===== src/hw/rtl/sfs_pkg.sv =====
`timescale 1ns / 1ps

package sfs_pkg;

	// Default sizes handed to the top level parameters.
	localparam int unsigned MAX_FRAMES_DEF = 16;
	localparam int unsigned TIME_BITS_DEF  = 24;
	localparam int unsigned COORD_BITS_DEF = 12;

	// Register port geometry.
	localparam int unsigned APB_ADDR_W = 5;
	localparam int unsigned APB_DATA_W = 32;

	// Register values after reset.
	localparam int unsigned RST_FRAME_WIDTH  = 16;
	localparam int unsigned RST_FRAME_HEIGHT = 16;
	localparam int unsigned RST_ORIGIN_X     = 0;
	localparam int unsigned RST_ORIGIN_Y     = 0;
	localparam int unsigned RST_SHEET_WIDTH  = 256;
	localparam int unsigned RST_FRAME_COUNT  = 1;

	// Register indexes, taken from paddr[4:2].
	typedef enum logic [2:0] {
		REG_FRAME_WIDTH,
		REG_FRAME_HEIGHT,
		REG_ORIGIN_X,
		REG_ORIGIN_Y,
		REG_SHEET_WIDTH,
		REG_FRAME_COUNT
	} reg_idx_t;

	// Request action codes.
	localparam logic [1:0] ACT_TICK    = 2'd0;
	localparam logic [1:0] ACT_LOAD    = 2'd1;
	localparam logic [1:0] ACT_RESTART = 2'd2;

	// Which division the shared divider performs.
	typedef enum logic [1:0] {
		DIV_ROW,
		DIV_X,
		DIV_Y
	} div_op_t;

	// Commands from the controller to the datapath.
	typedef struct packed {
		logic    take_tick;
		logic    load_dur;
		logic    restart;
		logic    fetch;
		logic    step;
		logic    decide;
		logic    div_start;
		div_op_t div_op;
		logic    row_latch;
		logic    x_latch;
		logic    y_latch;
		logic    emit;
	} ctl_cmd_t;

	// Status from the datapath to the controller.
	typedef struct packed {
		logic div_done;
		logic out_free;
	} ctl_sts_t;

endpackage


===== src/hw/rtl/sfs_cmd_if.sv =====
`timescale 1ns / 1ps

// Request channel: ticks, duration loads and restarts.
interface sfs_cmd_if #(
	parameter int unsigned TIME_BITS  = 24,
	parameter int unsigned INDEX_BITS = 4
);
	logic                  valid;
	logic                  ready;
	logic [1:0]            action;
	logic [TIME_BITS-1:0]  delta;
	logic [INDEX_BITS-1:0] entry_index;
	logic [TIME_BITS-1:0]  duration;

	modport source (output valid, action, delta, entry_index, duration, input ready);
	modport sink   (input valid, action, delta, entry_index, duration, output ready);
endinterface


===== src/hw/rtl/sfs_rect_if.sv =====
`timescale 1ns / 1ps

// Result channel: one source rectangle per tick.
interface sfs_rect_if #(
	parameter int unsigned COORD_BITS = 12,
	parameter int unsigned INDEX_BITS = 4
);
	logic                    valid;
	logic                    ready;
	logic [COORD_BITS-1:0]   src_x;
	logic [COORD_BITS+3:0]   src_y;
	logic [COORD_BITS-1:0]   src_w;
	logic [COORD_BITS-1:0]   src_h;
	logic [INDEX_BITS-1:0]   shown_frame;

	modport source (output valid, src_x, src_y, src_w, src_h, shown_frame, input ready);
	modport sink   (input valid, src_x, src_y, src_w, src_h, shown_frame, output ready);
endinterface


===== src/hw/rtl/sfs_ram.sv =====
`timescale 1ns / 1ps

// Generic single write port, single read port RAM with registered read data.
module sfs_ram #(
	parameter int unsigned WIDTH = 24,
	parameter int unsigned DEPTH = 16,
	localparam int unsigned AW   = (DEPTH > 1) ? $clog2(DEPTH) : 1
) (
	input  logic             clk,
	input  logic             we,
	input  logic [AW-1:0]    waddr,
	input  logic [WIDTH-1:0] wdata,
	input  logic             re,
	input  logic [AW-1:0]    raddr,
	output logic [WIDTH-1:0] rdata
);

	logic [WIDTH-1:0] mem_q [DEPTH];

	always_ff @(posedge clk) begin
		if (we) begin
			mem_q[waddr] <= wdata;
		end
		if (re) begin
			rdata <= mem_q[raddr];
		end
	end

endmodule


===== src/hw/rtl/sfs_div.sv =====
`timescale 1ns / 1ps

// Restoring divider, one quotient bit per cycle. The dividend arrives
// left-aligned with its significant bits at the top, and nbits says how
// many of them to work through.
module sfs_div #(
	parameter int unsigned DW = 16,
	parameter int unsigned VW = 12,
	localparam int unsigned NBW = $clog2(DW + 1)
) (
	input  logic           clk,
	input  logic           arst_n,
	input  logic           start,
	input  logic [DW-1:0]  dividend,
	input  logic [NBW-1:0] nbits,
	input  logic [VW-1:0]  divisor,
	output logic           done,
	output logic [DW-1:0]  quotient,
	output logic [VW-1:0]  remainder
);

	logic [DW-1:0]  dvd_q;
	logic [VW-1:0]  rem_q;
	logic [VW-1:0]  dsr_q;
	logic [NBW-1:0] cnt_q;
	logic           busy_q;
	logic           done_q;

	logic [VW:0]    rem_sh;
	logic           take;
	logic [VW:0]    rem_sub;

	// One trial subtraction of the divisor from the shifted partial remainder.
	assign rem_sh  = {rem_q, dvd_q[DW-1]};
	assign take    = (rem_sh >= {1'b0, dsr_q});
	assign rem_sub = rem_sh - {1'b0, dsr_q};

	// Payload shift registers.
	always_ff @(posedge clk) begin
		if (start) begin
			dvd_q <= dividend;
			rem_q <= '0;
			dsr_q <= divisor;
		end else if (busy_q) begin
			dvd_q <= {dvd_q[DW-2:0], take};
			rem_q <= take ? rem_sub[VW-1:0] : rem_sh[VW-1:0];
		end
	end

	// Iteration count and completion flag.
	always_ff @(posedge clk or negedge arst_n) begin
		if (!arst_n) begin
			cnt_q  <= '0;
			busy_q <= 1'b0;
			done_q <= 1'b0;
		end else if (start) begin
			cnt_q  <= nbits;
			busy_q <= 1'b1;
			done_q <= 1'b0;
		end else if (busy_q) begin
			cnt_q <= cnt_q - NBW'(1);
			if (cnt_q == NBW'(1)) begin
				busy_q <= 1'b0;
				done_q <= 1'b1;
			end
		end else begin
			done_q <= 1'b0;
		end
	end

	assign done      = done_q;
	assign quotient  = dvd_q;
	assign remainder = rem_q;

endmodule


===== src/hw/rtl/sfs_regs.sv =====
`timescale 1ns / 1ps

// Configuration register file behind the APB-style port.
module sfs_regs #(
	parameter int unsigned COORD_BITS = 12,
	parameter int unsigned CNT_BITS   = 5
) (
	input  logic                          clk,
	input  logic                          arst_n,
	input  logic                          psel,
	input  logic                          penable,
	input  logic                          pwrite,
	input  logic [sfs_pkg::APB_ADDR_W-1:0] paddr,
	input  logic [sfs_pkg::APB_DATA_W-1:0] pwdata,
	output logic [sfs_pkg::APB_DATA_W-1:0] prdata,
	output logic                          pready,
	output logic [COORD_BITS-1:0]         frame_width,
	output logic [COORD_BITS-1:0]         frame_height,
	output logic [COORD_BITS-1:0]         origin_x,
	output logic [COORD_BITS-1:0]         origin_y,
	output logic [COORD_BITS-1:0]         sheet_width,
	output logic [CNT_BITS-1:0]           frame_count
);

	logic              wr_en;
	sfs_pkg::reg_idx_t idx;

	assign pready = 1'b1;
	assign wr_en  = psel && penable && pwrite;
	assign idx    = sfs_pkg::reg_idx_t'(paddr[4:2]);

	// Register writes; indexes beyond the list are dropped.
	always_ff @(posedge clk or negedge arst_n) begin
		if (!arst_n) begin
			frame_width  <= COORD_BITS'(sfs_pkg::RST_FRAME_WIDTH);
			frame_height <= COORD_BITS'(sfs_pkg::RST_FRAME_HEIGHT);
			origin_x     <= COORD_BITS'(sfs_pkg::RST_ORIGIN_X);
			origin_y     <= COORD_BITS'(sfs_pkg::RST_ORIGIN_Y);
			sheet_width  <= COORD_BITS'(sfs_pkg::RST_SHEET_WIDTH);
			frame_count  <= CNT_BITS'(sfs_pkg::RST_FRAME_COUNT);
		end else if (wr_en) begin
			case (idx)
				sfs_pkg::REG_FRAME_WIDTH:  frame_width  <= pwdata[COORD_BITS-1:0];
				sfs_pkg::REG_FRAME_HEIGHT: frame_height <= pwdata[COORD_BITS-1:0];
				sfs_pkg::REG_ORIGIN_X:     origin_x     <= pwdata[COORD_BITS-1:0];
				sfs_pkg::REG_ORIGIN_Y:     origin_y     <= pwdata[COORD_BITS-1:0];
				sfs_pkg::REG_SHEET_WIDTH:  sheet_width  <= pwdata[COORD_BITS-1:0];
				sfs_pkg::REG_FRAME_COUNT:  frame_count  <= pwdata[CNT_BITS-1:0];
				default: ;
			endcase
		end
	end

	// Read data, zero-extended.
	always_comb begin
		case (idx)
			sfs_pkg::REG_FRAME_WIDTH:  prdata = sfs_pkg::APB_DATA_W'(frame_width);
			sfs_pkg::REG_FRAME_HEIGHT: prdata = sfs_pkg::APB_DATA_W'(frame_height);
			sfs_pkg::REG_ORIGIN_X:     prdata = sfs_pkg::APB_DATA_W'(origin_x);
			sfs_pkg::REG_ORIGIN_Y:     prdata = sfs_pkg::APB_DATA_W'(origin_y);
			sfs_pkg::REG_SHEET_WIDTH:  prdata = sfs_pkg::APB_DATA_W'(sheet_width);
			sfs_pkg::REG_FRAME_COUNT:  prdata = sfs_pkg::APB_DATA_W'(frame_count);
			default:                   prdata = '0;
		endcase
	end

endmodule


===== src/hw/rtl/sfs_ctrl.sv =====
`timescale 1ns / 1ps

// Sequencer for one tick: timing update, then the three divisions, then the
// hand-over to the output register. Loads and restarts are issued from idle.
module sfs_ctrl (
	input  logic              clk,
	input  logic              arst_n,
	input  logic              cmd_valid,
	input  logic [1:0]        cmd_action,
	output logic              cmd_ready,
	input  sfs_pkg::ctl_sts_t sts,
	output sfs_pkg::ctl_cmd_t ctl
);

	typedef enum logic [2:0] {
		S_IDLE,
		S_FETCH,
		S_STEP,
		S_DECIDE,
		S_ROW,
		S_XDIV,
		S_YDIV,
		S_EMIT
	} state_t;

	state_t state_q;
	logic   accept;

	assign cmd_ready = (state_q == S_IDLE);
	assign accept    = cmd_valid && cmd_ready;

	// State register.
	always_ff @(posedge clk or negedge arst_n) begin
		if (!arst_n) begin
			state_q <= S_IDLE;
		end else begin
			case (state_q)
				S_IDLE: begin
					if (accept && (cmd_action == sfs_pkg::ACT_TICK)) begin
						state_q <= S_FETCH;
					end
				end
				S_FETCH:  state_q <= S_STEP;
				S_STEP:   state_q <= S_DECIDE;
				S_DECIDE: state_q <= S_ROW;
				S_ROW: begin
					if (sts.div_done) begin
						state_q <= S_XDIV;
					end
				end
				S_XDIV: begin
					if (sts.div_done) begin
						state_q <= S_YDIV;
					end
				end
				S_YDIV: begin
					if (sts.div_done) begin
						state_q <= S_EMIT;
					end
				end
				S_EMIT: begin
					if (sts.out_free) begin
						state_q <= S_IDLE;
					end
				end
				default: state_q <= S_IDLE;
			endcase
		end
	end

	// Command decode.
	always_comb begin
		ctl        = '0;
		ctl.div_op = sfs_pkg::DIV_ROW;
		case (state_q)
			S_IDLE: begin
				ctl.take_tick = accept && (cmd_action == sfs_pkg::ACT_TICK);
				ctl.load_dur  = accept && (cmd_action == sfs_pkg::ACT_LOAD);
				ctl.restart   = accept && (cmd_action == sfs_pkg::ACT_RESTART);
			end
			S_FETCH: ctl.fetch = 1'b1;
			S_STEP:  ctl.step  = 1'b1;
			S_DECIDE: begin
				ctl.decide    = 1'b1;
				ctl.div_start = 1'b1;
				ctl.div_op    = sfs_pkg::DIV_ROW;
			end
			S_ROW: begin
				ctl.row_latch = sts.div_done;
				ctl.div_start = sts.div_done;
				ctl.div_op    = sfs_pkg::DIV_X;
			end
			S_XDIV: begin
				ctl.x_latch   = sts.div_done;
				ctl.div_start = sts.div_done;
				ctl.div_op    = sfs_pkg::DIV_Y;
			end
			S_YDIV:  ctl.y_latch = sts.div_done;
			S_EMIT:  ctl.emit    = sts.out_free;
			default: ;
		endcase
	end

endmodule


===== src/hw/rtl/sfs_dp.sv =====
`timescale 1ns / 1ps

// Datapath: animation state, duration store, timing arithmetic, the shared
// divider and the output register.
module sfs_dp #(
	parameter int unsigned MAX_FRAMES = 16,
	parameter int unsigned TIME_BITS  = 24,
	parameter int unsigned COORD_BITS = 12,
	localparam int unsigned FW   = $clog2(MAX_FRAMES),
	localparam int unsigned CNTW = $clog2(MAX_FRAMES + 1),
	localparam int unsigned CB   = COORD_BITS,
	localparam int unsigned YW   = COORD_BITS + 4
) (
	input  logic                 clk,
	input  logic                 arst_n,
	input  sfs_pkg::ctl_cmd_t    ctl,
	output sfs_pkg::ctl_sts_t    sts,
	input  logic [TIME_BITS-1:0] delta,
	input  logic [FW-1:0]        entry_index,
	input  logic [TIME_BITS-1:0] duration,
	input  logic [CB-1:0]        frame_width,
	input  logic [CB-1:0]        frame_height,
	input  logic [CB-1:0]        origin_x,
	input  logic [CB-1:0]        origin_y,
	input  logic [CB-1:0]        sheet_width,
	input  logic [CNTW-1:0]      frame_count,
	input  logic                 rect_ready,
	output logic                 rect_valid,
	output logic [CB-1:0]        src_x,
	output logic [YW-1:0]        src_y,
	output logic [CB-1:0]        src_w,
	output logic [CB-1:0]        src_h,
	output logic [FW-1:0]        shown_frame
);

	localparam int unsigned TB  = TIME_BITS;
	localparam int unsigned AW  = TIME_BITS + 2;
	localparam int unsigned EW  = TIME_BITS + 4;
	localparam int unsigned XW  = FW + CB;
	localparam int unsigned NBW = $clog2(XW + 1);
	localparam int unsigned PYW = FW + CB;
	localparam int unsigned YSW = ((PYW > YW) ? PYW : YW) + 1;

	// Animation state.
	logic [FW-1:0]          frame_now_q;
	logic signed [AW-1:0]   acc_q;
	logic [MAX_FRAMES-1:0]  dur_vld_q;

	// Working registers of one tick.
	logic [FW-1:0]          f_q;
	logic [TB-1:0]          delta_q;
	logic [TB-1:0]          dur_q;
	logic signed [EW-1:0]   a_q;
	logic signed [EW-1:0]   ad_q;
	logic signed [EW-1:0]   gap_q;
	logic signed [EW-1:0]   after_q;
	logic [XW-1:0]          prod_x_q;
	logic [XW-1:0]          num_x_q;
	logic [CB-1:0]          per_row_q;
	logic [CB-1:0]          x_q;
	logic [PYW-1:0]         prod_y_q;
	logic                   rect_valid_q;

	logic [TB-1:0]          ram_rdata;
	logic                   idx_ok;

	logic signed [EW-1:0]   acc_ext;
	logic signed [EW-1:0]   delta_ext;
	logic signed [EW-1:0]   delta2_ext;
	logic signed [EW-1:0]   dur_ext;
	logic signed [EW-1:0]   after_abs;
	logic signed [EW-1:0]   acc_nx;
	logic signed [EW-1:0]   acc_sat;
	logic signed [EW-1:0]   acc_max;
	logic signed [EW-1:0]   acc_min;
	logic                   advance;

	logic [FW:0]            cnt_eff;
	logic [FW:0]            f_inc;
	logic [FW-1:0]          f_next;

	logic [CB-1:0]          sw_eff;
	logic [CB-1:0]          fw_eff;
	logic [XW-1:0]          div_dividend;
	logic [NBW-1:0]         div_nbits;
	logic [CB-1:0]          div_divisor;
	logic                   div_done;
	logic [XW-1:0]          div_quot;
	logic [CB-1:0]          div_rem;
	logic [YSW-1:0]         y_sum;

	// Frame durations: RAM plus one valid bit per entry, so unloaded
	// entries read as zero after reset.
	assign idx_ok = (32'(entry_index) < MAX_FRAMES);

	sfs_ram #(
		.WIDTH (TB),
		.DEPTH (MAX_FRAMES)
	) u_dur_ram (
		.clk   (clk),
		.we    (ctl.load_dur && idx_ok),
		.waddr (entry_index),
		.wdata (duration),
		.re    (ctl.take_tick),
		.raddr (frame_now_q),
		.rdata (ram_rdata)
	);

	always_ff @(posedge clk or negedge arst_n) begin
		if (!arst_n) begin
			dur_vld_q <= '0;
		end else if (ctl.load_dur && idx_ok) begin
			dur_vld_q[entry_index] <= 1'b1;
		end
	end

	// Sign and zero extensions into the working width.
	assign acc_ext    = {{(EW-AW){acc_q[AW-1]}}, acc_q};
	assign delta_ext  = {{(EW-TB){1'b0}}, delta_q};
	assign delta2_ext = {{(EW-TB-1){1'b0}}, delta_q, 1'b0};
	assign dur_ext    = {{(EW-TB){1'b0}}, dur_q};
	assign acc_max    = {{(EW-AW+1){1'b0}}, {(AW-1){1'b1}}};
	assign acc_min    = ~acc_max;

	// Advance decision: due when the gap is not positive, or early when the
	// gap is smaller than the distance after one more equal tick.
	assign after_abs = after_q[EW-1] ? -after_q : after_q;
	assign advance   = gap_q[EW-1] || (gap_q == '0) || (gap_q < after_abs);
	assign acc_nx    = advance ? -gap_q : a_q;

	always_comb begin
		if (acc_nx > acc_max) begin
			acc_sat = acc_max;
		end else if (acc_nx < acc_min) begin
			acc_sat = acc_min;
		end else begin
			acc_sat = acc_nx;
		end
	end

	// Next frame index, wrapping at the clamped frame count.
	always_comb begin
		if (frame_count == '0) begin
			cnt_eff = (FW+1)'(1);
		end else if (32'(frame_count) > MAX_FRAMES) begin
			cnt_eff = (FW+1)'(MAX_FRAMES);
		end else begin
			cnt_eff = (FW+1)'(frame_count);
		end
	end

	assign f_inc  = {1'b0, f_q} + (FW+1)'(1);
	assign f_next = (f_inc >= cnt_eff) ? '0 : f_inc[FW-1:0];

	// Frame counter and accumulator.
	always_ff @(posedge clk or negedge arst_n) begin
		if (!arst_n) begin
			frame_now_q <= '0;
			acc_q       <= '0;
		end else if (ctl.restart) begin
			frame_now_q <= '0;
			acc_q       <= '0;
		end else if (ctl.decide) begin
			acc_q <= acc_sat[AW-1:0];
			if (advance) begin
				frame_now_q <= f_next;
			end
		end
	end

	// Timing arithmetic and the x numerator: the fetch stage forms the sums and the x product, the step stage the rest.
	always_ff @(posedge clk) begin
		if (ctl.take_tick) begin
			f_q     <= frame_now_q;
			delta_q <= delta;
		end
		if (ctl.fetch) begin
			dur_q    <= dur_vld_q[f_q] ? ram_rdata : '0;
			a_q      <= acc_ext + delta_ext;
			ad_q     <= acc_ext + delta2_ext;
			prod_x_q <= {{CB{1'b0}}, f_q} * {{FW{1'b0}}, frame_width};
		end
		if (ctl.step) begin
			gap_q   <= dur_ext - a_q;
			after_q <= dur_ext - ad_q;
			num_x_q <= prod_x_q + XW'(origin_x);
		end
	end

	// Operand selection for the shared divider.
	assign sw_eff = (sheet_width == '0) ? CB'(1) : sheet_width;
	assign fw_eff = (frame_width == '0) ? CB'(1) : frame_width;

	always_comb begin
		case (ctl.div_op)
			sfs_pkg::DIV_ROW: begin
				div_dividend = {sw_eff, {FW{1'b0}}};
				div_nbits    = NBW'(CB);
				div_divisor  = fw_eff;
			end
			sfs_pkg::DIV_X: begin
				div_dividend = num_x_q;
				div_nbits    = NBW'(XW);
				div_divisor  = sw_eff;
			end
			sfs_pkg::DIV_Y: begin
				div_dividend = {f_q, {CB{1'b0}}};
				div_nbits    = NBW'(FW);
				div_divisor  = per_row_q;
			end
			default: begin
				div_dividend = {sw_eff, {FW{1'b0}}};
				div_nbits    = NBW'(CB);
				div_divisor  = fw_eff;
			end
		endcase
	end

	sfs_div #(
		.DW (XW),
		.VW (CB)
	) u_div (
		.clk       (clk),
		.arst_n    (arst_n),
		.start     (ctl.div_start),
		.dividend  (div_dividend),
		.nbits     (div_nbits),
		.divisor   (div_divisor),
		.done      (div_done),
		.quotient  (div_quot),
		.remainder (div_rem)
	);

	// Division results.
	always_ff @(posedge clk) begin
		if (ctl.row_latch) begin
			per_row_q <= (div_quot[CB-1:0] == '0) ? CB'(1) : div_quot[CB-1:0];
		end
		if (ctl.x_latch) begin
			x_q <= div_rem;
		end
		if (ctl.y_latch) begin
			prod_y_q <= {{CB{1'b0}}, div_quot[FW-1:0]} * {{FW{1'b0}}, frame_height};
		end
	end

	// Output register: it holds a finished rectangle while the next request
	// is already being taken.
	assign y_sum = YSW'(prod_y_q) + YSW'(origin_y);

	always_ff @(posedge clk or negedge arst_n) begin
		if (!arst_n) begin
			rect_valid_q <= 1'b0;
		end else if (ctl.emit) begin
			rect_valid_q <= 1'b1;
		end else if (rect_ready) begin
			rect_valid_q <= 1'b0;
		end
	end

	always_ff @(posedge clk) begin
		if (ctl.emit) begin
			src_x       <= x_q;
			src_y       <= y_sum[YW-1:0];
			src_w       <= frame_width;
			src_h       <= frame_height;
			shown_frame <= f_q;
		end
	end

	assign rect_valid   = rect_valid_q;
	assign sts.div_done = div_done;
	assign sts.out_free = !rect_valid_q || rect_ready;

endmodule


===== src/hw/rtl/sprite_frame_sequencer.sv =====
`timescale 1ns / 1ps

// Channel   Direction  Handshake            Carries
// cmd       in         valid/ready          action, delta, entry_index, duration
// rect      out        valid/ready          src_x, src_y, src_w, src_h, shown_frame
// apb       in         psel/penable/pready  configuration register writes and reads
//
// A tick runs the timing update, then three passes of the bit-serial divider
// (COORD_BITS, log2(MAX_FRAMES)+COORD_BITS and log2(MAX_FRAMES) quotient bits),
// then loads the output. Loads, restarts and the unused action code are done
// as they are accepted, in the idle state.
// Reset is asynchronous, active low; the duration store reads as zero until
// an entry is loaded. A stalled rect channel holds one finished rectangle
// while the next request is taken; the one after waits for it to go.
module sprite_frame_sequencer #(
	parameter int unsigned MAX_FRAMES = sfs_pkg::MAX_FRAMES_DEF,
	parameter int unsigned TIME_BITS  = sfs_pkg::TIME_BITS_DEF,
	parameter int unsigned COORD_BITS = sfs_pkg::COORD_BITS_DEF
) (
	input  logic                          clk,
	input  logic                          arst_n,
	sfs_cmd_if.sink                       cmd,
	sfs_rect_if.source                    rect,
	input  logic                          psel,
	input  logic                          penable,
	input  logic                          pwrite,
	input  logic [sfs_pkg::APB_ADDR_W-1:0] paddr,
	input  logic [sfs_pkg::APB_DATA_W-1:0] pwdata,
	output logic [sfs_pkg::APB_DATA_W-1:0] prdata,
	output logic                          pready
);

	localparam int unsigned FW   = $clog2(MAX_FRAMES);
	localparam int unsigned CNTW = $clog2(MAX_FRAMES + 1);

	logic [COORD_BITS-1:0] frame_width;
	logic [COORD_BITS-1:0] frame_height;
	logic [COORD_BITS-1:0] origin_x;
	logic [COORD_BITS-1:0] origin_y;
	logic [COORD_BITS-1:0] sheet_width;
	logic [CNTW-1:0]       frame_count;

	sfs_pkg::ctl_cmd_t ctl;
	sfs_pkg::ctl_sts_t sts;

	// Configuration registers.
	sfs_regs #(
		.COORD_BITS (COORD_BITS),
		.CNT_BITS   (CNTW)
	) u_regs (
		.clk          (clk),
		.arst_n       (arst_n),
		.psel         (psel),
		.penable      (penable),
		.pwrite       (pwrite),
		.paddr        (paddr),
		.pwdata       (pwdata),
		.prdata       (prdata),
		.pready       (pready),
		.frame_width  (frame_width),
		.frame_height (frame_height),
		.origin_x     (origin_x),
		.origin_y     (origin_y),
		.sheet_width  (sheet_width),
		.frame_count  (frame_count)
	);

	// Controller.
	sfs_ctrl u_ctrl (
		.clk        (clk),
		.arst_n     (arst_n),
		.cmd_valid  (cmd.valid),
		.cmd_action (cmd.action),
		.cmd_ready  (cmd.ready),
		.sts        (sts),
		.ctl        (ctl)
	);

	// Datapath.
	sfs_dp #(
		.MAX_FRAMES (MAX_FRAMES),
		.TIME_BITS  (TIME_BITS),
		.COORD_BITS (COORD_BITS)
	) u_dp (
		.clk          (clk),
		.arst_n       (arst_n),
		.ctl          (ctl),
		.sts          (sts),
		.delta        (cmd.delta),
		.entry_index  (cmd.entry_index[FW-1:0]),
		.duration     (cmd.duration),
		.frame_width  (frame_width),
		.frame_height (frame_height),
		.origin_x     (origin_x),
		.origin_y     (origin_y),
		.sheet_width  (sheet_width),
		.frame_count  (frame_count),
		.rect_ready   (rect.ready),
		.rect_valid   (rect.valid),
		.src_x        (rect.src_x),
		.src_y        (rect.src_y),
		.src_w        (rect.src_w),
		.src_h        (rect.src_h),
		.shown_frame  (rect.shown_frame)
	);

endmodule


===== src/flat_wrapper.sv =====
// flat-port wrapper written by rule: the top's interface ports become plain ports
module sprite_frame_sequencer_flat 
#(
	parameter int unsigned MAX_FRAMES = sfs_pkg::MAX_FRAMES_DEF,
	parameter int unsigned TIME_BITS  = sfs_pkg::TIME_BITS_DEF,
	parameter int unsigned COORD_BITS = sfs_pkg::COORD_BITS_DEF
)
  (clk, arst_n, psel, penable, pwrite, paddr, pwdata, prdata, pready, cmd_valid, cmd_action, cmd_delta, cmd_entry_index, cmd_duration, cmd_ready, rect_valid, rect_src_x, rect_src_y, rect_src_w, rect_src_h, rect_shown_frame, rect_ready);
  sfs_cmd_if #(.TIME_BITS(TIME_BITS)) cmd_i ();
  sfs_rect_if #(.COORD_BITS(COORD_BITS)) rect_i ();
  input  logic clk;
  input  logic arst_n;
  input  logic psel;
  input  logic penable;
  input  logic pwrite;
  input  logic [sfs_pkg::APB_ADDR_W-1:0] paddr;
  input  logic [sfs_pkg::APB_DATA_W-1:0] pwdata;
  output logic [sfs_pkg::APB_DATA_W-1:0] prdata;
  output logic pready;
  input wire logic [$bits(cmd_i.valid)-1:0] cmd_valid;
  input wire logic [$bits(cmd_i.action)-1:0] cmd_action;
  input wire logic [$bits(cmd_i.delta)-1:0] cmd_delta;
  input wire logic [$bits(cmd_i.entry_index)-1:0] cmd_entry_index;
  input wire logic [$bits(cmd_i.duration)-1:0] cmd_duration;
  output wire logic [$bits(cmd_i.ready)-1:0] cmd_ready;
  output wire logic [$bits(rect_i.valid)-1:0] rect_valid;
  output wire logic [$bits(rect_i.src_x)-1:0] rect_src_x;
  output wire logic [$bits(rect_i.src_y)-1:0] rect_src_y;
  output wire logic [$bits(rect_i.src_w)-1:0] rect_src_w;
  output wire logic [$bits(rect_i.src_h)-1:0] rect_src_h;
  output wire logic [$bits(rect_i.shown_frame)-1:0] rect_shown_frame;
  input wire logic [$bits(rect_i.ready)-1:0] rect_ready;
  assign cmd_i.valid = cmd_valid;
  assign cmd_i.action = cmd_action;
  assign cmd_i.delta = cmd_delta;
  assign cmd_i.entry_index = cmd_entry_index;
  assign cmd_i.duration = cmd_duration;
  assign cmd_ready = cmd_i.ready;
  assign rect_valid = rect_i.valid;
  assign rect_src_x = rect_i.src_x;
  assign rect_src_y = rect_i.src_y;
  assign rect_src_w = rect_i.src_w;
  assign rect_src_h = rect_i.src_h;
  assign rect_shown_frame = rect_i.shown_frame;
  assign rect_i.ready = rect_ready;
  sprite_frame_sequencer #(.MAX_FRAMES(MAX_FRAMES), .TIME_BITS(TIME_BITS), .COORD_BITS(COORD_BITS)) u_core (.clk(clk), .arst_n(arst_n), .cmd(cmd_i), .rect(rect_i), .psel(psel), .penable(penable), .pwrite(pwrite), .paddr(paddr), .pwdata(pwdata), .prdata(prdata), .pready(pready));
endmodule

===== config.mk =====
export PLATFORM = sky130hd
export DESIGN_NAME = sprite_frame_sequencer_flat
export DESIGN_NICKNAME = d
export VERILOG_FILES = /design/src/hw/rtl/sfs_pkg.sv /design/src/hw/rtl/sfs_cmd_if.sv /design/src/hw/rtl/sfs_rect_if.sv /design/src/hw/rtl/sfs_ram.sv /design/src/hw/rtl/sfs_div.sv /design/src/hw/rtl/sfs_regs.sv /design/src/hw/rtl/sfs_ctrl.sv /design/src/hw/rtl/sfs_dp.sv /design/src/hw/rtl/sprite_frame_sequencer.sv /design/src/flat_wrapper.sv
export SDC_FILE = /design/constraint.sdc
export NUM_CORES = 1
export LEC_CHECK = 0
export BUFFER_PORTS_ARGS = -buffer_cell sky130_fd_sc_hd__buf_2
export CAP_MARGIN = 5
export CORE_ASPECT_RATIO = 0.7
export CORE_MARGIN = 1.5
export CORE_UTILIZATION = 50
export DETAILED_ROUTE_END_ITERATION = 16
export PLACE_DENSITY = 0.71
export SETUP_SLACK_MARGIN = 0.4
export SLEW_MARGIN = 20
export SYNTH_ARGS = -nofsm -noshare
export SYNTH_HDL_FRONTEND = slang
export SYNTH_SLANG_ARGS = --single-unit

===== constraint.sdc =====
create_clock -name clk -period 23.4 [get_ports clk]
set_input_delay 1.17 -clock clk [delete_from_list [all_inputs] [get_ports clk]]
set_output_delay 1.17 -clock clk [all_outputs]
set_load 0.03 [all_outputs]

==> impl_metrics.env, run 1 <==
export IMPL_grt_setup_unrepaired="false"
export IMPL_grt_pass1_vias=25711
export IMPL_cts_buffers=86
export IMPL_rows=89
export IMPL_instances_no_fill=4527
export IMPL_path_common_cell="or3_1"
export IMPL_clock_sinks=860
export IMPL_core_area_mm2=0.0849
export IMPL_critPathSlowestCell="nor3_1"
export IMPL_grt_remaining_overflow=0
export IMPL_synth_most_common_cell="edfxtp_1"
export IMPL_endpoint="u_core.u_dp.frame_now_q[1]$_DFFE_PN0P_"
export IMPL_yosys_area_top_type="edfxtp_1"
export IMPL_cellLeakagePower_nw=18.0
export IMPL_finalSetupTns_ns=0
export IMPL_dpl_cell_count=4365
export IMPL_dr_max_layer_used="met5"
export IMPL_drv_cap=0
export IMPL_dieHeight_um=249
export IMPL_place_gp_congestion=0.874
export IMPL_initial_core_util_pct=50.8
export IMPL_drt_met1_wl_um=46300
export IMPL_drive_above_1_share_pct=17.6
export IMPL_regToRegStartpoint="u_core.u_dp.after_q[7]$_DFFE_PP_"
export IMPL_critical_path_class="flip-flop to flip-flop"
export IMPL_startpoint_type="flip-flop"
export IMPL_synth_edf_count=726
export IMPL_die_area_mm2=0.0881
export IMPL_critPathArrivalTime_ns=6.31
export IMPL_drc=0
export IMPL_rr_worst_depth=15
export IMPL_htree_levels=3
export IMPL_yosysWarningCount=0
export IMPL_clk_pin_slew_ns=0.06
export IMPL_endpoint_kind="flip-flop"
export IMPL_dp_hpwl_um=65600
export IMPL_synthDistinctLibCells=83
export IMPL_gr_usage_all_layers_pct=22.4
export IMPL_ir_worst_vdd_mv=0.0789
export IMPL_finalCritPeriodShare_pct=24.9
export IMPL_synth_top_area_share_pct=50.5
export IMPL_max_freq_mhz=172
export IMPL_cts_hold_fix_buffers=0
export IMPL_synth_avg_cell_area_um2=13.6
export IMPL_syn_to_final_growth_pct=11.1
export IMPL_reg2reg_setup_slack_ns=17.58
export IMPL_synth_seq_cells=860
export IMPL_synth_seq_area_share_pct=58.2
export IMPL_vias_per_cell=5.86
export IMPL_fin_nets=3674
export IMPL_grt_pass1_wl_um=152000
export IMPL_boundaryPins=189
export IMPL_fillers=6694
export IMPL_hp_class="flip-flop to flip-flop"
export IMPL_finalCriticalPeriod_ns=5.82
export IMPL_yosys_top_cells_area="edfxtp_1 (51%), dfrtp_1 (6.8%), mux4_2 (6.6%), ha_1 (6.2%), xnor2_1 (2.4%)"
export IMPL_wl_um=99000
export IMPL_critPathMaxStageDelay_ns=0.82
export IMPL_maxSlewHeadroom_pct=23.4
export IMPL_crit_required_ns=23.90
export IMPL_wl_per_cell_um=21.9
export IMPL_power_per_cell_area_mw_per_mm2=109
export IMPL_crit_start="u_core.u_dp.after_q[7]$_DFFE_PP_"
export IMPL_drt_pass1_iterations=7
export IMPL_crit_fanout=8
export IMPL_syn_inst=3177
export IMPL_cts_resized=0
export IMPL_ys_top_cells_by_count="edfxtp_1 (726), ha_1 (213), nand2_1 (208), inv_1 (193), a21oi_1 (161)"
export IMPL_met2WireLength_um=42700
export IMPL_clock_latency_ns=0.67
export IMPL_crit_chain="or4_1, or3_1, or3_1, or3_1, or3_1, o41ai_1, xor2_1, ha_1, and3_1, nand4_1, nor3_1, o2111ai_1, and4b_1, nor3_1, o21ai_0"
export IMPL_async_reset_ff_share_pct=14.2
export IMPL_synth_main_ff_cell="edfxtp_1"
export IMPL_setup_violations=0
export IMPL_ctsLongestPathBuffers=3
export IMPL_io_buffers=145
export IMPL_post_cts_setup_buffers=0
export IMPL_tritoncts="yes"
export IMPL_first_iter_violations=2568
export IMPL_worstReg2RegEnd="u_core.u_dp.frame_now_q[1]$_DFFE_PN0P_"
export IMPL_detail_route_antenna_nets=0
export IMPL_synth_area_mm2=0.0431
export IMPL_die_w_um=354
export IMPL_clock_skew_ns=0.0434
export IMPL_finalHoldViolCount=0
export IMPL_dr_total_vias=26543
export IMPL_route_met3_wl_um=8150
export IMPL_root_buffer="clkbuf_16"
export IMPL_outcome="finished clean"
export IMPL_grt_max_degree=66
export IMPL_final_max_slew_viol_count=0
export IMPL_tightest_slew_ns=1.15
export IMPL_antenna_found_initial=11
layout by cell type (no fill, tap or decap), types with 117 or more instances in the layout:
master    count
nor2_1      145
nand2_1     208
xnor2_1     118
buf_2       144
edfxtp_1    726
ha_1        213
a21oi_1     160
inv_1       192
mux4_2      127
o21ai_0     117
where the power goes:
part	internal, mW	switching (mW)
sequential	1.95	0.222
clock	0.751	0.604
combinational	0.761	0.955
critical path: cells and delay by family (launching register included):
kind,cells,cell delay [ns]
and+or+nand+nor,10,3.88
AOI/OAI and AO/OA,3,0.88
DFF,1,0.43
adders and majority gates,1,0.32
xor gates and xnor gates,1,0.14
metrics by stage:
step / util, % / setup WS, ns / hold slack, ns / total power, mW / instance area (um2)
floorplan: - / 15.18 / 0.400 / 3.46 / 43200
CTS: 56.4 / 17.59 / 0.421 / 5.26 / 47900
global placement: 53.2 / 17.75 / 0.403 / 3.85 / 45100
detailed placement: 53.2 / 17.60 / 0.406 / 3.89 / 45100
finish: 56.5 / 17.58 / 0.419 / 5.24 / 47900
global route: 56.5 / 17.21 / 0.431 / 5.53 / 47900
state kept, by name, indices dropped and copies added, names as in the netlist, 26 cells and up:
name                         cells
u_core.u_dp.u_dur_ram.mem_q    384
u_core.u_dp.ad_q                27
u_core.u_dp.acc_q               26
u_core.u_dp.gap_q               28
u_core.u_dp.after_q             28
u_core.u_dp.a_q                 27
worst min-delay path by stage:
stage                                  from                        endpoint  slack, ns  cells past startpoint
2_1_floorplan  u_core.u_dp.x_q[0]$_DFFE_PP_  u_core.u_dp.src_x[0]$_DFFE_PP_       0.40                      0
3_3_place_gp   u_core.u_dp.x_q[7]$_DFFE_PP_  u_core.u_dp.src_x[7]$_DFFE_PP_       0.40                      0
3_5_place_dp   u_core.u_dp.x_q[7]$_DFFE_PP_  u_core.u_dp.src_x[7]$_DFFE_PP_       0.41                      0
4_1_cts        u_core.u_dp.x_q[7]$_DFFE_PP_  u_core.u_dp.src_x[7]$_DFFE_PP_       0.42                      0
5_1_grt        u_core.u_dp.x_q[7]$_DFFE_PP_  u_core.u_dp.src_x[7]$_DFFE_PP_       0.43                      0
6_report       u_core.u_dp.x_q[5]$_DFFE_PP_  u_core.u_dp.src_x[5]$_DFFE_PP_       0.42                      0
routing by layer:
layer	track usage, %	vias up
met1	35.1	13290
met2	32.3	928
met3	4.23	146
met5	0	-
li1	-	12173
met4	5.25	6
cell type report:
cell class	instances	area, um2	area share [%]
antenna	4	10.0	0.0209
clock buffer	120	2370	4.95
clock inverter	38	399	0.833
inverter	193	724	1.51
multi-input combinational	1999	16900	35.3
sequential	860	25100	52.4
tap	1137	1420	2.97
timing repair buffer	176	965	2.01
kinds of logic (layout without fill, tap and decap cells):
group | count (synthesis) | after routing | share of synthesized area, %
adders and majority gates | 260 | 260 | 8.36
muxes | 212 | 212 | 8.83
AOI/OAI and AO/OA | 596 | 596 | 9.34
and+or+nand+nor | 722 | 722 | 8.28
other | 2 | 25 | 0.0174
buffers and inverters | 337 | 527 | 3.17
DFF | 860 | 860 | 58.2
xor gates and xnor gates | 188 | 188 | 3.82
(Power assumes the default switching activity.)
==> run 2: changes to the inputs <==
--- a/config.mk
+++ b/config.mk
@@ -5,13 +5,14 @@
 export SDC_FILE = /design/constraint.sdc
 export NUM_CORES = 1
 export LEC_CHECK = 0
+export ABC_AREA = 1
 export BUFFER_PORTS_ARGS = -buffer_cell sky130_fd_sc_hd__buf_2
 export CAP_MARGIN = 5
 export CORE_ASPECT_RATIO = 0.7
 export CORE_MARGIN = 1.5
 export CORE_UTILIZATION = 50
 export DETAILED_ROUTE_END_ITERATION = 16
-export PLACE_DENSITY = 0.71
+export PLACE_DENSITY = 0.73
 export SETUP_SLACK_MARGIN = 0.4
 export SLEW_MARGIN = 20
 export SYNTH_ARGS = -nofsm -noshare
==> constraint.sdc (replaced) <==
create_clock -name clk -period 4.98 [get_ports clk]
set_input_delay 0.249 -clock clk [delete_from_list [all_inputs] [get_ports clk]]
set_output_delay 0.249 -clock clk [all_outputs]
set_load 0.03 [all_outputs]
==> run 2 against run 1 <==
  * Fmax rose by 38%
  * Hold slack worse by 0.37 ns
  * Clock-buffer cell count fell by 14
  * First-iteration DRC count grew 28%
  * Critical endpoint is now u_core.u_dp.acc_q[23]$_DFFE_PN0P_
  * Largest cell class unchanged
==> impl_metrics.env, run 2 <==
export IMPL_fin_hold_ws_ns=0.0516
export IMPL_p_clk_share_pct=24.1
export IMPL_ctsLongestPathBuffers=3
export IMPL_die_area_mm2=0.0890
export IMPL_finalCriticalPeriod_ns=4.20
export IMPL_antenna_found_initial=5
export IMPL_dr_total_vias=30767
export IMPL_critPathSlowestCell="edfxtp_1"
export IMPL_synth_most_common_cell="edfxtp_1"
export IMPL_hp_class="input pin to flip-flop"
export IMPL_final_cell_mix="edfxtp_1 (726), nand2_1 (610), inv_1 (457)"
export IMPL_seqPwrFrac_pct=40.1
export IMPL_fin_nets=4602
export IMPL_grt_pass1_wl_um=169000
export IMPL_startpoint_type="flip-flop"
export IMPL_gr_usage_all_layers_pct=24.8
export IMPL_cellLeakagePower_nw=20.0
export IMPL_endpoint_kind="flip-flop"
export IMPL_crit_fanout=6
export IMPL_critical_path_top_delay_family="simple AND/OR/NAND/NOR gates"
export IMPL_critical_path_class="flip-flop to flip-flop"
export IMPL_syn_to_final_growth_pct=12.5
export IMPL_synth_edf_count=726
export IMPL_clock_sinks=860
export IMPL_final_max_slew_viol_count=0
export IMPL_grt_pass1_vias=28793
export IMPL_drc=0
export IMPL_largest_register_ffs=384
export IMPL_wl_per_cell_um=20.5
export IMPL_drive_above_1_share_pct=8.95
export IMPL_path_buf_inv=5
export IMPL_utilization_pct=56.9
export IMPL_synth_seq_cells=860
export IMPL_yosys_area_top_type="edfxtp_1"
export IMPL_boundaryPins=189
export IMPL_htree_levels=3
export IMPL_final_common_cell="edfxtp_1"
export IMPL_largest_register="u_core.u_dp.u_dur_ram.mem_q"
export IMPL_async_reset_ff_share_pct=14.2
export IMPL_grt_max_degree=105
export IMPL_core_area_mm2=0.0863
export IMPL_grt_remaining_overflow=0
export IMPL_max_freq_mhz=238
export IMPL_power_switching_mw=10.0
export IMPL_outcome="finished clean"
export IMPL_place_area_mm2=0.0457
export IMPL_root_buffer="clkbuf_16"
export IMPL_clock_skew_ns=0.0320
export IMPL_synth_seq_area_share_pct=57.5
export IMPL_report_power_total_mw=26.1
export IMPL_finalHoldViolCount=0
export IMPL_clock_latency_ns=0.67
export IMPL_io_buffers=145
export IMPL_grt_setup_unrepaired="false"
export IMPL_critPathArrivalTime_ns=4.79
export IMPL_synthDistinctLibCells=63
export IMPL_ir_worst_vdd_mv=0.315
export IMPL_rows=90
export IMPL_synth_main_ff_cell="edfxtp_1"
export IMPL_drt_pass1_iterations=6
export IMPL_tritoncts="yes"
export IMPL_cts_buffers=83
export IMPL_setup_violations=0
export IMPL_synth_area_mm2=0.0436
export IMPL_intPower_mw=16.1
export IMPL_place_gp_congestion=0.944
export IMPL_detail_route_antenna_nets=0
export IMPL_power_per_cell_area_mw_per_mm2=533
export IMPL_synth_top_area_share_pct=50.0
export IMPL_wl_um=112000
export IMPL_maxSlewHeadroom_pct=27.6
export IMPL_yosysWarningCount=0
export IMPL_finalInstanceArea_mm2=0.0490
export IMPL_ys_top_cells_by_count="edfxtp_1 (726), nand2_1 (610), inv_1 (458), nor2_1 (332), o21ai_0 (329)"
export IMPL_p_comb_share_pct=35.8
export IMPL_synth_avg_cell_area_um2=10.8
export IMPL_reg_top3="u_core.u_dp.u_dur_ram.mem_q x384, u_core.u_dp.after_q x28, u_core.u_dp.gap_q x28"
export IMPL_syn_inst=4044
export IMPL_first_iter_violations=3294
export IMPL_clk_pin_slew_ns=0.07
export IMPL_die_w_um=356
export IMPL_dp_hpwl_um=76200
export IMPL_finalCritPeriodShare_pct=84.4
export IMPL_crit_required_ns=5.57
export IMPL_tightest_slew_ns=1.08
export IMPL_drv_cap=0
export IMPL_vias_per_cell=5.63
export IMPL_finalSetupTns_ns=0
export IMPL_critPathMaxStageDelay_ns=0.41
export IMPL_swShare_pct=38.3
export IMPL_yosys_top_cells_area="edfxtp_1 (50%), dfrtp_1 (6.8%), ha_1 (6.1%), nand2_1 (5.2%), inv_1 (3.9%)"
export IMPL_dieHeight_um=250
export IMPL_initial_core_util_pct=50.6
export IMPL_path_common_cell="nand2_1"
==> run 2: logic make-up (layout without fill, tap and decap cells) <==
group	count (synthesis)	after routing	share of synthesized area, %
and+or+nand+nor	1204	1206	11.4
DFF	860	860	57.5
AOI/OAI and AO/OA	814	814	11.2
buffers and inverters	623	870	5.66
adders and majority gates	260	260	8.27
xor gates and xnor gates	209	209	4.20
muxes	72	72	1.65
other	2	23	0.0172
==> run 2: repair_timing <==
action | CTS | global route
hold buffers | 63 | 0
buffers inserted | 0 | 0
resized for setup | 0 | 9
setup endpoints to repair | 0 | 29
endpoints found under the hold margin | 519 | 0
==> run 2: metrics by stage <==
stage	std cells	setup WS (ns)
2_1_floorplan	4063	0.759
3_3_place_gp	5244	0.795
3_5_place_dp	5244	0.632
4_1_cts	5460	0.591
5_1_grt	5463	0.410
6_report	5464	0.778
==> run 2: area by class of cell <==
class	instances	area [um2]
Fill cell	7176	37200
Multi-Input combinational cell	2582	16300
Sequential cell	860	25100
Timing Repair Buffer	255	1730
Tap cell	1150	1440
Antenna cell	2	5.00
Clock buffer	106	2210
Clock inverter	47	470
Inverter	462	1740
==> run 2: layer usage <==
| layer | track usage [%] | up-vias | wire length (um) | share of wire, % |
|---|---|---|---|---|
| met5 | 0 | - | 65 | 0.058 |
| met4 | 6.92 | 8 | 2800 | 2.5 |
| met3 | 6.13 | 162 | 11400 | 10 |
| met2 | 34.4 | 1290 | 46000 | 41 |
| met1 | 38.2 | 14762 | 51700 | 46 |
| li1 | - | 14545 | - | - |
==> run 2: worst paths after layout <==
check / cells past startpoint / from / slack, ns / end
max in group asynchronous: 3 / arst_n / 3.35 / u_core.u_dp.frame_now_q[1]$_DFFE_PN0P_
setup / recovery: 30 / u_core.u_dp.after_q[1]$_DFFE_PP_ / 0.78 / u_core.u_dp.acc_q[23]$_DFFE_PN0P_
hold / removal: 3 / pwdata[6] / 0.05 / u_core.u_regs.origin_y[6]$_DFFE_PN0P_
hold reg to reg: 0 / u_core.u_dp.x_q[2]$_DFFE_PP_ / 0.42 / u_core.u_dp.src_x[2]$_DFFE_PP_
min in group asynchronous: 2 / arst_n / 0.25 / u_core.u_regs.frame_width[11]$_DFFE_PN0P_
setup reg to reg: 30 / u_core.u_dp.after_q[1]$_DFFE_PP_ / 0.78 / u_core.u_dp.acc_q[23]$_DFFE_PN0P_
==> run 2: power groups by stage <==
stage                     Clock (mW)  Combinational, mW  Sequential, mW
after floorplan                    0               6.72            10.3
after global placement             0               8.95            10.6
after detailed placement           0               9.13            10.6
after CTS                       6.39               9.23            10.4
after global routing            6.65               10.4            10.6
final                           6.29               9.35            10.5
==> run 2: worst reg2reg max path, delay by kind of cell (launching register included) <==
kind | cells | cell delay [ns]
XOR/XNOR | 1 | 0.21
flip-flops | 1 | 0.41
buffers and inverters | 5 | 0.49
AO/OA/AOI/OAI | 2 | 0.34
AND/OR/NAND/NOR | 20 | 2.27
adder cells (fa/ha/maj) | 2 | 0.41
